`config.mk`:
```
export PLATFORM = sky130hd
export DESIGN_NAME = ipv6_tcp_header_locator
export DESIGN_NICKNAME = d
export VERILOG_FILES = /design/src/hdl/i6tcp_pkg.sv /design/src/hdl/ipv6_tcp_header_locator.sv /design/src/hdl/i6tcp_parser.sv
export VERILOG_INCLUDE_DIRS = /design/src /design/src/hdl
export SDC_FILE = /design/constraint.sdc
export NUM_CORES = 1
export LEC_CHECK = 0
export ABC_CLOCK_PERIOD_IN_PS = 20000
export BUFFER_PORTS_ARGS = -buffer_cell sky130_fd_sc_hd__buf_2
export CAP_MARGIN = 20
export CORE_MARGIN = 2
export CORE_UTILIZATION = 60
export DETAILED_ROUTE_END_ITERATION = 10
export PLACE_DENSITY = 0.79
export SKIP_LAST_GASP = 1
export SLEW_MARGIN = 20
export SYNTH_ARGS = -nofsm -noshare
export SYNTH_HDL_FRONTEND = slang
export SYNTH_HIERARCHICAL = 1
export SYNTH_SLANG_ARGS = --single-unit
```
`constraint.sdc`:
```
create_clock -name i_clk -period 20 [get_ports i_clk]
set_clock_uncertainty 0.1 [all_clocks]
set_input_delay 2 -clock i_clk [delete_from_list [all_inputs] [get_ports i_clk]]
set_output_delay 2 -clock i_clk [all_outputs]
set_load 0.005 [all_outputs]
```
`src/hdl/ipv6_tcp_header_locator_defines.svh`:
```
// ----------------------------------------------------------------------------
// IPv6 TCP header locator: assertion macros
// Shared assertion forms, clocked on i_clk and quiet while i_rst_n is low.
// ----------------------------------------------------------------------------
`ifndef IPV6_TCP_HEADER_LOCATOR_DEFINES_SVH
`define IPV6_TCP_HEADER_LOCATOR_DEFINES_SVH

// Same-cycle implication
`define I6TCP_ASSERT_IMPLY(label, ante, cons, msg) \
    label: assert property (@(posedge i_clk) disable iff (!i_rst_n) \
        (ante) |-> (cons)) else $error(msg);

// Next-cycle implication
`define I6TCP_ASSERT_NEXT(label, ante, cons, msg) \
    label: assert property (@(posedge i_clk) disable iff (!i_rst_n) \
        (ante) |=> (cons)) else $error(msg);

`endif

```
`src/hdl/i6tcp_pkg.sv`:
```
// ----------------------------------------------------------------------------
// IPv6 TCP header locator package
// Transaction types, status codes, header type numbers and fixed offsets.
// ----------------------------------------------------------------------------
`default_nettype none

package i6tcp_pkg;

    // Widths of header positions and of one extension header span
    localparam int HDR_BITS = 17;
    localparam int EXT_BITS = 12;

    typedef logic [HDR_BITS-1:0] t_pos;
    typedef logic [EXT_BITS-1:0] t_ext;

    // Fixed header layout
    localparam int FIXED_HDR_BYTES = 40;
    localparam int POS_LEN_HI      = 4;
    localparam int POS_LEN_LO      = 5;
    localparam int POS_NEXT_HDR    = 6;
    localparam int POS_HOP_LIMIT   = 7;
    localparam int POS_SRC_FIRST   = 8;
    localparam int POS_SRC_SPLIT   = 16;
    localparam int POS_DST_FIRST   = 24;
    localparam int POS_DST_SPLIT   = 32;

    // Offsets inside a header
    localparam int REL_NEXT_HDR   = 0;
    localparam int REL_LENGTH     = 1;
    localparam int REL_FRAG_HI    = 2;
    localparam int REL_FRAG_LO    = 3;
    localparam int REL_TCP_OFFSET = 12;

    // Minimum sizes
    localparam int TCP_MIN_BYTES  = 20;
    localparam int EXT_MIN_BYTES  = 2;
    localparam int FRAG_BYTES     = 8;

    // Next-header numbers
    localparam logic [7:0] NH_HOP_BY_HOP = 8'd0;
    localparam logic [7:0] NH_TCP        = 8'd6;
    localparam logic [7:0] NH_ROUTING    = 8'd43;
    localparam logic [7:0] NH_FRAGMENT   = 8'd44;
    localparam logic [7:0] NH_AUTH       = 8'd51;
    localparam logic [7:0] NH_DEST_OPTS  = 8'd60;

    // Fragment offset and more-fragments bits
    localparam logic [15:0] FRAG_REFUSE_MASK = 16'hFFF9;

    typedef enum logic [3:0] {
        ST_OK         = 4'd0,
        ST_SHORT      = 4'd1,
        ST_TRUNCATED  = 4'd2,
        ST_EXT_LEN    = 4'd3,
        ST_FRAG_LEN   = 4'd4,
        ST_FRAGMENTED = 4'd5,
        ST_AUTH_LEN   = 4'd6,
        ST_NOT_TCP    = 4'd7,
        ST_TCP_SHORT  = 4'd8,
        ST_BAD_OFFSET = 4'd9
    } t_status;

    typedef struct packed {
        logic [7:0] packet_byte;
        logic       last_byte;
    } t_in_item;

    typedef struct packed {
        t_status     parse_status;
        logic [7:0]  hop_limit;
        logic [63:0] source_high;
        logic [63:0] source_low;
        logic [63:0] dest_high;
        logic [63:0] dest_low;
        t_pos        tcp_start;
        logic [15:0] segment_length;
        logic [15:0] payload_length;
    } t_out_item;

endpackage

`default_nettype wire

```
`src/hdl/ipv6_tcp_header_locator.sv`:
```
// ----------------------------------------------------------------------------
// IPv6 TCP header locator
// Parses an IPv6 packet byte by byte and reports where its TCP header lies.
// ----------------------------------------------------------------------------
// Usage:
//   Input channel (i_in_valid / o_in_stall / i_in_item) carries one packet
//   byte per transaction, in wire order, with last_byte set on the final one.
//   Output channel (o_out_valid / i_out_stall / o_out_item) carries one
//   result transaction per packet: status, hop limit, addresses, TCP start,
//   segment length and payload length.
//   Throughput: one byte per cycle while o_in_stall is low, set by the single
//   parser step between the input register and the result register.
//   Result path: a taken final byte passes from the input register into the
//   result register, held back only while an earlier result is still waiting.
//   Reset clears the input register, the result register and all packet
//   state; the first byte after reset starts a new packet.
//   While the receiver stalls, bytes keep flowing until a final byte meets
//   a result that is still waiting; only then is o_in_stall raised.
// ----------------------------------------------------------------------------
`default_nettype none

`include "ipv6_tcp_header_locator_defines.svh"

module ipv6_tcp_header_locator #(
    parameter int COUNT_BITS = 17
) (
    input  wire                    i_clk,
    input  wire                    i_rst_n,
    input  wire                    i_in_valid,
    output logic                   o_in_stall,
    input  wire i6tcp_pkg::t_in_item i_in_item,
    output logic                   o_out_valid,
    input  wire                    i_out_stall,
    output i6tcp_pkg::t_out_item   o_out_item
);

    logic                  r_s1_valid;
    i6tcp_pkg::t_in_item   r_s1;
    logic                  r_out_valid;
    i6tcp_pkg::t_out_item  r_out;

    logic                  w_s1_go;
    logic                  w_in_take;
    i6tcp_pkg::t_out_item  w_result;

    // Advance the held byte unless its result has nowhere to go
    assign w_s1_go    = r_s1_valid &&
                        (!r_s1.last_byte || !r_out_valid || !i_out_stall);
    assign o_in_stall = r_s1_valid && !w_s1_go;
    assign w_in_take  = i_in_valid && !o_in_stall;

    i6tcp_parser #(
        .COUNT_BITS (COUNT_BITS)
    ) u_parser (
        .i_clk    (i_clk),
        .i_rst_n  (i_rst_n),
        .i_step   (w_s1_go),
        .i_item   (r_s1),
        .o_result (w_result)
    );

    // Input register
    always_ff @(posedge i_clk) begin
        if (!i_rst_n) begin
            r_s1_valid <= 1'b0;
        end else if (w_in_take) begin
            r_s1_valid <= 1'b1;
        end else if (w_s1_go) begin
            r_s1_valid <= 1'b0;
        end
    end

    always_ff @(posedge i_clk) begin
        if (w_in_take) begin
            r_s1 <= i_in_item;
        end
    end

    // Result register
    always_ff @(posedge i_clk) begin
        if (!i_rst_n) begin
            r_out_valid <= 1'b0;
        end else if (w_s1_go && r_s1.last_byte) begin
            r_out_valid <= 1'b1;
        end else if (!i_out_stall) begin
            r_out_valid <= 1'b0;
        end
    end

    always_ff @(posedge i_clk) begin
        if (w_s1_go && r_s1.last_byte) begin
            r_out <= w_result;
        end
    end

    assign o_out_valid = r_out_valid;
    assign o_out_item  = r_out;

    // Checks
    `I6TCP_ASSERT_IMPLY(a_stall_needs_byte, o_in_stall, r_s1_valid && r_s1.last_byte && r_out_valid, "input stalled without a blocked final byte")
    `I6TCP_ASSERT_NEXT(a_final_loads_result, w_s1_go && r_s1.last_byte, r_out_valid && (r_out == $past(w_result)), "final byte did not load its result")
    `I6TCP_ASSERT_IMPLY(a_error_fields_zero, r_out_valid && (r_out.parse_status != i6tcp_pkg::ST_OK), (r_out.tcp_start == '0) && (r_out.segment_length == 16'd0) && (r_out.payload_length == 16'd0), "error result carries TCP fields")
    `I6TCP_ASSERT_IMPLY(a_ok_fields_sane, r_out_valid && (r_out.parse_status == i6tcp_pkg::ST_OK), (r_out.tcp_start >= i6tcp_pkg::t_pos'(i6tcp_pkg::FIXED_HDR_BYTES)) && (r_out.payload_length <= r_out.segment_length), "ok result with impossible TCP fields")

endmodule

`default_nettype wire

```
`src/hdl/i6tcp_parser.sv`:
```
// ----------------------------------------------------------------------------
// IPv6 TCP header locator: byte parser
// Holds the per-packet state, updates it for one byte per step and forms
// the result transaction that the marked final byte releases.
// ----------------------------------------------------------------------------
`default_nettype none

module i6tcp_parser #(
    parameter int COUNT_BITS = 17
) (
    input  wire                    i_clk,
    input  wire                    i_rst_n,
    input  wire                    i_step,
    input  wire i6tcp_pkg::t_in_item i_item,
    output i6tcp_pkg::t_out_item   o_result
);

    typedef enum logic [1:0] {
        PH_IDLE,
        PH_WALK,
        PH_DONE
    } t_phase;

    typedef logic [COUNT_BITS-1:0] t_count;

    t_count               r_byte_count, n_byte_count;
    i6tcp_pkg::t_pos      r_total_length, n_total_length;
    i6tcp_pkg::t_pos      r_header_start, n_header_start;
    logic [7:0]           r_header_type, n_header_type;
    i6tcp_pkg::t_ext      r_header_extent, n_header_extent;
    logic [7:0]           r_frag_high, n_frag_high;
    i6tcp_pkg::t_status   r_walk_status, n_walk_status;
    logic                 r_tcp_found, n_tcp_found;
    logic [5:0]           r_tcp_bytes, n_tcp_bytes;
    logic [7:0]           r_hop_limit, n_hop_limit;
    logic [63:0]          r_src_high, n_src_high;
    logic [63:0]          r_src_low, n_src_low;
    logic [63:0]          r_dst_high, n_dst_high;
    logic [63:0]          r_dst_low, n_dst_low;
    t_phase               r_phase, n_phase;
    logic [7:0]           r_pending_type, n_pending_type;

    logic [7:0]           w_byte;
    t_count               w_pos;
    t_count               w_rel;
    i6tcp_pkg::t_pos      w_room;
    logic                 w_in_header;
    i6tcp_pkg::t_ext      w_ext_len;
    logic                 w_do_enter;
    logic [7:0]           w_enter_type;
    i6tcp_pkg::t_pos      w_enter_room;
    i6tcp_pkg::t_ext      w_adv_ext;
    i6tcp_pkg::t_status   w_status;
    logic                 w_ok;

    assign w_byte = i_item.packet_byte;
    assign w_pos  = r_byte_count;
    assign w_room = r_total_length - r_header_start;
    assign w_rel  = w_pos - t_count'(r_header_start);

    assign w_in_header = (r_phase == PH_WALK) &&
                         (w_pos >= t_count'(r_header_start)) &&
                         (w_pos < t_count'(r_total_length));

    // Extension span from its length byte
    always_comb begin
        if (r_header_type == i6tcp_pkg::NH_AUTH) begin
            w_ext_len = ({4'd0, w_byte} + i6tcp_pkg::t_ext'(2)) << 2;
        end else begin
            w_ext_len = ({4'd0, w_byte} + i6tcp_pkg::t_ext'(1)) << 3;
        end
    end

    // Next state for one byte
    always_comb begin
        n_byte_count    = r_byte_count;
        n_total_length  = r_total_length;
        n_header_start  = r_header_start;
        n_header_type   = r_header_type;
        n_header_extent = r_header_extent;
        n_frag_high     = r_frag_high;
        n_walk_status   = r_walk_status;
        n_tcp_found     = r_tcp_found;
        n_tcp_bytes     = r_tcp_bytes;
        n_hop_limit     = r_hop_limit;
        n_src_high      = r_src_high;
        n_src_low       = r_src_low;
        n_dst_high      = r_dst_high;
        n_dst_low       = r_dst_low;
        n_phase         = r_phase;
        n_pending_type  = r_pending_type;
        w_do_enter      = 1'b0;
        w_enter_type    = w_byte;
        w_enter_room    = w_room;
        w_adv_ext       = r_header_extent;

        // Capture the fixed header
        if (w_pos == t_count'(i6tcp_pkg::POS_LEN_HI)) begin
            n_total_length = {1'b0, w_byte, 8'd0};
        end else if (w_pos == t_count'(i6tcp_pkg::POS_LEN_LO)) begin
            n_total_length = i6tcp_pkg::t_pos'(i6tcp_pkg::FIXED_HDR_BYTES) +
                             (r_total_length | {9'd0, w_byte});
        end else if (w_pos == t_count'(i6tcp_pkg::POS_NEXT_HDR)) begin
            n_header_type = w_byte;
            n_phase       = PH_WALK;
            w_do_enter    = 1'b1;
            w_enter_type  = w_byte;
            w_enter_room  = w_room;
        end else if (w_pos == t_count'(i6tcp_pkg::POS_HOP_LIMIT)) begin
            n_hop_limit = w_byte;
        end else if (w_pos < t_count'(i6tcp_pkg::POS_DST_FIRST) &&
                     w_pos >= t_count'(i6tcp_pkg::POS_SRC_FIRST)) begin
            if (w_pos < t_count'(i6tcp_pkg::POS_SRC_SPLIT)) begin
                n_src_high = {r_src_high[55:0], w_byte};
            end else begin
                n_src_low = {r_src_low[55:0], w_byte};
            end
        end else if (w_pos < t_count'(i6tcp_pkg::FIXED_HDR_BYTES) &&
                     w_pos >= t_count'(i6tcp_pkg::POS_DST_FIRST)) begin
            if (w_pos < t_count'(i6tcp_pkg::POS_DST_SPLIT)) begin
                n_dst_high = {r_dst_high[55:0], w_byte};
            end else begin
                n_dst_low = {r_dst_low[55:0], w_byte};
            end
        end else if (w_in_header) begin
            // Walk the current header
            case (r_header_type)
                i6tcp_pkg::NH_HOP_BY_HOP, i6tcp_pkg::NH_ROUTING,
                i6tcp_pkg::NH_DEST_OPTS, i6tcp_pkg::NH_AUTH: begin
                    if (w_rel == t_count'(i6tcp_pkg::REL_NEXT_HDR)) begin
                        n_pending_type = w_byte;
                    end else if (w_rel == t_count'(i6tcp_pkg::REL_LENGTH)) begin
                        n_header_extent = w_ext_len;
                        w_adv_ext       = w_ext_len;
                        if (w_room < i6tcp_pkg::t_pos'(w_ext_len)) begin
                            n_walk_status = (r_header_type == i6tcp_pkg::NH_AUTH) ?
                                            i6tcp_pkg::ST_AUTH_LEN : i6tcp_pkg::ST_EXT_LEN;
                            n_phase       = PH_DONE;
                        end else begin
                            w_do_enter = 1'b1;
                        end
                    end
                end
                i6tcp_pkg::NH_FRAGMENT: begin
                    if (w_rel == t_count'(i6tcp_pkg::REL_NEXT_HDR)) begin
                        n_pending_type = w_byte;
                    end else if (w_rel == t_count'(i6tcp_pkg::REL_FRAG_HI)) begin
                        n_frag_high = w_byte;
                    end else if (w_rel == t_count'(i6tcp_pkg::REL_FRAG_LO)) begin
                        if (({r_frag_high, w_byte} & i6tcp_pkg::FRAG_REFUSE_MASK)
                                != 16'd0) begin
                            n_walk_status = i6tcp_pkg::ST_FRAGMENTED;
                            n_phase       = PH_DONE;
                        end else begin
                            w_do_enter = 1'b1;
                        end
                    end
                end
                i6tcp_pkg::NH_TCP: begin
                    if (w_rel == t_count'(i6tcp_pkg::REL_TCP_OFFSET)) begin
                        n_tcp_bytes = {w_byte[7:4], 2'b00};
                        if ({w_byte[7:4], 2'b00} < 6'(i6tcp_pkg::TCP_MIN_BYTES) ||
                            w_room < i6tcp_pkg::t_pos'({w_byte[7:4], 2'b00})) begin
                            n_walk_status = i6tcp_pkg::ST_BAD_OFFSET;
                        end else begin
                            n_tcp_found   = 1'b1;
                            n_walk_status = i6tcp_pkg::ST_OK;
                        end
                        n_phase = PH_DONE;
                    end
                end
                default: begin
                end
            endcase

            // Advance to the next header in the chain
            if (w_do_enter) begin
                n_header_start = r_header_start + i6tcp_pkg::t_pos'(w_adv_ext);
                n_header_type  = r_pending_type;
                w_enter_type   = r_pending_type;
                w_enter_room   = w_room - i6tcp_pkg::t_pos'(w_adv_ext);
            end
        end

        // Check that the header just entered fits
        if (w_do_enter) begin
            case (w_enter_type)
                i6tcp_pkg::NH_TCP: begin
                    if (w_enter_room < i6tcp_pkg::t_pos'(i6tcp_pkg::TCP_MIN_BYTES)) begin
                        n_walk_status = i6tcp_pkg::ST_TCP_SHORT;
                        n_phase       = PH_DONE;
                    end else begin
                        n_header_extent = i6tcp_pkg::t_ext'(i6tcp_pkg::TCP_MIN_BYTES);
                    end
                end
                i6tcp_pkg::NH_HOP_BY_HOP, i6tcp_pkg::NH_ROUTING,
                i6tcp_pkg::NH_DEST_OPTS: begin
                    if (w_enter_room < i6tcp_pkg::t_pos'(i6tcp_pkg::EXT_MIN_BYTES)) begin
                        n_walk_status = i6tcp_pkg::ST_EXT_LEN;
                        n_phase       = PH_DONE;
                    end
                end
                i6tcp_pkg::NH_FRAGMENT: begin
                    if (w_enter_room < i6tcp_pkg::t_pos'(i6tcp_pkg::FRAG_BYTES)) begin
                        n_walk_status = i6tcp_pkg::ST_FRAG_LEN;
                        n_phase       = PH_DONE;
                    end else begin
                        n_header_extent = i6tcp_pkg::t_ext'(i6tcp_pkg::FRAG_BYTES);
                    end
                end
                i6tcp_pkg::NH_AUTH: begin
                    if (w_enter_room < i6tcp_pkg::t_pos'(i6tcp_pkg::EXT_MIN_BYTES)) begin
                        n_walk_status = i6tcp_pkg::ST_AUTH_LEN;
                        n_phase       = PH_DONE;
                    end
                end
                default: begin
                    n_walk_status = i6tcp_pkg::ST_NOT_TCP;
                    n_phase       = PH_DONE;
                end
            endcase
        end

        // Saturate the byte counter
        if (r_byte_count != {COUNT_BITS{1'b1}}) begin
            n_byte_count = r_byte_count + t_count'(1);
        end
    end

    // Final status: short, then truncated, then the walk's own code
    always_comb begin
        if (n_byte_count < t_count'(i6tcp_pkg::FIXED_HDR_BYTES)) begin
            w_status = i6tcp_pkg::ST_SHORT;
        end else if (t_count'(n_total_length) > n_byte_count) begin
            w_status = i6tcp_pkg::ST_TRUNCATED;
        end else if (n_phase != PH_DONE) begin
            w_status = i6tcp_pkg::ST_TRUNCATED;
        end else begin
            w_status = n_walk_status;
        end
    end

    assign w_ok = (w_status == i6tcp_pkg::ST_OK) && n_tcp_found;

    // Form the result; the header start is stable once TCP is found
    always_comb begin
        o_result.parse_status   = w_status;
        o_result.hop_limit      = n_hop_limit;
        o_result.source_high    = n_src_high;
        o_result.source_low     = n_src_low;
        o_result.dest_high      = n_dst_high;
        o_result.dest_low       = n_dst_low;
        o_result.tcp_start      = w_ok ? r_header_start : '0;
        o_result.segment_length = w_ok ? w_room[15:0] : 16'd0;
        o_result.payload_length = w_ok ? (w_room[15:0] - {10'd0, n_tcp_bytes}) : 16'd0;
    end

    // Hold packet state; clear it after the final byte
    always_ff @(posedge i_clk) begin
        if (!i_rst_n || (i_step && i_item.last_byte)) begin
            r_byte_count    <= '0;
            r_total_length  <= '0;
            r_header_start  <= i6tcp_pkg::t_pos'(i6tcp_pkg::FIXED_HDR_BYTES);
            r_header_type   <= i6tcp_pkg::NH_HOP_BY_HOP;
            r_header_extent <= '0;
            r_frag_high     <= '0;
            r_walk_status   <= i6tcp_pkg::ST_OK;
            r_tcp_found     <= 1'b0;
            r_tcp_bytes     <= '0;
            r_hop_limit     <= '0;
            r_src_high      <= '0;
            r_src_low       <= '0;
            r_dst_high      <= '0;
            r_dst_low       <= '0;
            r_phase         <= PH_IDLE;
            r_pending_type  <= '0;
        end else if (i_step) begin
            r_byte_count    <= n_byte_count;
            r_total_length  <= n_total_length;
            r_header_start  <= n_header_start;
            r_header_type   <= n_header_type;
            r_header_extent <= n_header_extent;
            r_frag_high     <= n_frag_high;
            r_walk_status   <= n_walk_status;
            r_tcp_found     <= n_tcp_found;
            r_tcp_bytes     <= n_tcp_bytes;
            r_hop_limit     <= n_hop_limit;
            r_src_high      <= n_src_high;
            r_src_low       <= n_src_low;
            r_dst_high      <= n_dst_high;
            r_dst_low       <= n_dst_low;
            r_phase         <= n_phase;
            r_pending_type  <= n_pending_type;
        end
    end

endmodule

`default_nettype wire

```
==> impl_metrics.env <==
export IMPL_end_kind="register"
export IMPL_start_kind="register"
export IMPL_rsz0062_at_grt="no"
export IMPL_critPathRequiredTime_ps=20290
export IMPL_synth_most_common_cell="nor2_1"
export IMPL_fmax_mhz=102
export IMPL_multi_input_area_um2=16300
export IMPL_place_gp_congestion=0.986
export IMPL_cts_resized_gates=0
export IMPL_drv_slew=0
export IMPL_ys_seq_area_frac=0.498
export IMPL_track_usage=0.326
export IMPL_ios=332
export IMPL_fp_row_count=87
export IMPL_detail_route_wirelength_um=99100
export IMPL_antenna_found_initial=1
export IMPL_fin_ws_ps=10160
export IMPL_clkTransAtPathRegs_ps=60
export IMPL_slowest_delay_ps=630
export IMPL_synth_cell_types=95
export IMPL_post_dp_hpwl_um=69100
export IMPL_overflow=0
export IMPL_nFillCells=4143
export IMPL_ant_nets=0
export IMPL_dp_slack_ps=10160
export IMPL_clock_sinks=692
export IMPL_status="complete, no violations"
export IMPL_grt_pass1_vias=26200
export IMPL_nets=3637
export IMPL_peakVddDrop_v=0.000101
export IMPL_hold_buffers=0
export IMPL_tightest_slew_ps=1130
export IMPL_finalNonFillerCells=4320
export IMPL_fp_dieH_um=243
export IMPL_clock_root_buffer="clkbuf_16"
export IMPL_vias_per_cell=6.17
export IMPL_clockBufferDepth=3
export IMPL_tritoncts="built"
export IMPL_drc=0
export IMPL_h_tree_depth=3
export IMPL_grt_max_degree=144
export IMPL_ys_async_sr_fraction=0
export IMPL_critical_path_peak_fanout=49
export IMPL_drt_iter0_markers=2058
export IMPL_yosys_top_cells_area="edfxtp_1 (28%), dfxtp_1 (21%), mux2_2 (8.4%)"
export IMPL_yosysTopAreaCellShare=0.285
export IMPL_drive_above_1_share=0.225
export IMPL_ys_warn_count=6
export IMPL_syn_to_final_growth_pct=13.4
export IMPL_ys_ff_latch=692
export IMPL_arrival_ps=10130
export IMPL_worstHoldPathType="register to register"
export IMPL_dp_cells=4188
export IMPL_finalSetupViolCount=0
export IMPL_syn_area_um2=34400
export IMPL_die_width_um=243
export IMPL_num_antenna_cells=0
export IMPL_fin_crit_sh=0.492
export IMPL_wire_per_inst_um=22.9
export IMPL_avgSynthCellArea_um2=10.5
export IMPL_clk_insertion_delay_late_ps=630
export IMPL_first_pass_iters=5
export IMPL_p_per_area_nw_per_um2=76.1
export IMPL_postCtsSetupRepairBufs=0
export IMPL_initial_core_util=0.609
export IMPL_yosysTopAreaCell="edfxtp_1"
export IMPL_synth_edf_count=326
export IMPL_crit_type="register to register"
export IMPL_leakage_nw=15.7
export IMPL_fin_util=0.690
export IMPL_synth_nets=3392
export IMPL_cts_buffers=72
export IMPL_dpl_instance_area_um2=36500
export IMPL_portBuffers=331
export IMPL_vias=26600
export IMPL_hold_viol=0
export IMPL_period_minus_slack_ps=9840
export IMPL_grt_pass1_wl_um=151000
export IMPL_die_area_um2=59200
export IMPL_seq_area_um2=17100
export IMPL_core_um2=56500
export IMPL_ys_top_cells_by_count="nor2_1 (452), dfxtp_1 (366), edfxtp_1 (326)"
export IMPL_synth_ff_type="dfxtp_1"
export IMPL_finalSetupTns_ps=0
export IMPL_relSlewSlack=0.238
export IMPL_final_area_um2=39000
export IMPL_syn_inst=3261
export IMPL_cap_viol_max_count=0
export IMPL_worst_path_max_delay_cell="o21ai_0"
critical path, delay by kind of cell, from the launching register on:
family,cells,cell delay [ps]
buffers and inverters,3,620
adder cells (fa/ha/maj),3,1280
AND/OR/NAND/NOR,12,3940
XOR/XNOR,1,250
flip-flops,1,430
AO/OA/AOI/OAI,10,2940
cell usage in the layout, fill, tap and decap left out, drive strengths merged, types with 7 or more instances in the layout:
| cell type | count |
|---|---|
| a211oi | 27 |
| a21o | 36 |
| a21oi | 158 |
| a311oi | 7 |
| a31oi | 15 |
| and2 | 20 |
| and3 | 21 |
| buf | 363 |
| clkbuf | 105 |
| clkinv | 22 |
| dfxtp | 366 |
| edfxtp | 326 |
| ha | 113 |
| inv | 88 |
| mux2 | 258 |
| mux2i | 275 |
| nand2 | 217 |
| nand2b | 21 |
| nand3 | 72 |
| nand4 | 30 |
| nor2 | 453 |
| nor2b | 16 |
| nor3 | 74 |
| nor4 | 57 |
| nor4b | 9 |
| o211ai | 18 |
| o21a | 21 |
| o21ai | 101 |
| o22ai | 12 |
| o31ai | 7 |
| or2 | 15 |
| or3 | 28 |
| or4 | 10 |
| xnor2 | 57 |
| xor2 | 28 |
cell families after synthesis:
group / after synthesis / share of synthesized area
simple gates: 1071 / 0.149
flops: 692 / 0.498
mux: 533 / 0.165
compound gates: 481 / 0.0903
buf+inv: 279 / 0.0318
fa+ha+maj: 120 / 0.0446
xor+xnor: 85 / 0.0217
layout make-up:
| type | instances | area share |
|---|---|---|
| inverter | 87 | 0.00838 |
| timing repair buffer | 363 | 0.0490 |
| tap | 756 | 0.0243 |
| multi-input combinational | 2290 | 0.417 |
| clock buffer | 105 | 0.0531 |
| clock inverter | 27 | 0.00870 |
| sequential | 692 | 0.439 |
path summary, 6_finish.rpt:
| path | start | cells past startpoint | slack, ps | endpoint |
|---|---|---|---|---|
| hold / removal | u_parser/r_header_extent[1] | 2 | 360 | u_parser/r_header_extent[1] |
| setup reg to reg | u_parser/r_byte_count[0] | 29 | 10160 | o_out_item[13] |
| setup / recovery | u_parser/r_byte_count[0] | 29 | 10160 | o_out_item[13] |
| hold reg to reg | u_parser/r_header_extent[1] | 2 | 360 | u_parser/r_header_extent[1] |
through the flow:
step                      total power (W)  hold WS, ps
after floorplan                   0.00162          305
after global placement            0.00165          349
after detailed placement          0.00165          353
after CTS                         0.00298          361
after global routing              0.00304          390
final                             0.00297          356
power by group:
part / internal (W) / total [W] / switching (W)
registers: 0.00149 / 0.00150 / 0.00000723
logic: 0.0000353 / 0.000123 / 0.0000876
clock network: 0.000770 / 0.00135 / 0.000576
sequential cells by signal (all words and copies together) (netlist names):
name,count
o_out_item,317
u_parser/r_dst_high,64
u_parser/r_dst_low,64
u_parser/r_src_high,64
u_parser/r_src_low,64
u_parser/r_byte_count,17
u_parser/r_header_start,17
u_parser/r_total_length,17
u_parser/r_header_extent,12
r_s1,9
u_parser/r_frag_high,8
u_parser/r_header_type,8
u_parser/r_hop_limit,8
u_parser/r_pending_type,8
u_parser/r_tcp_bytes,6
u_parser/r_walk_status,4
u_parser/r_phase,2
o_out_valid,1
r_s1_valid,1
u_parser/r_tcp_found,1
routing by layer:
layer | global-route usage | share of wire | vias up
met2 | 0.533 | 0.47 | 955
met5 | 0 | 0 | -
met4 | 0.118 | 0.034 | 0
met3 | 0.0649 | 0.073 | 189
met1 | 0.430 | 0.42 | 13200
li1 | - | - | 12300
Note: power is estimated with default switching activity, not from simulation.
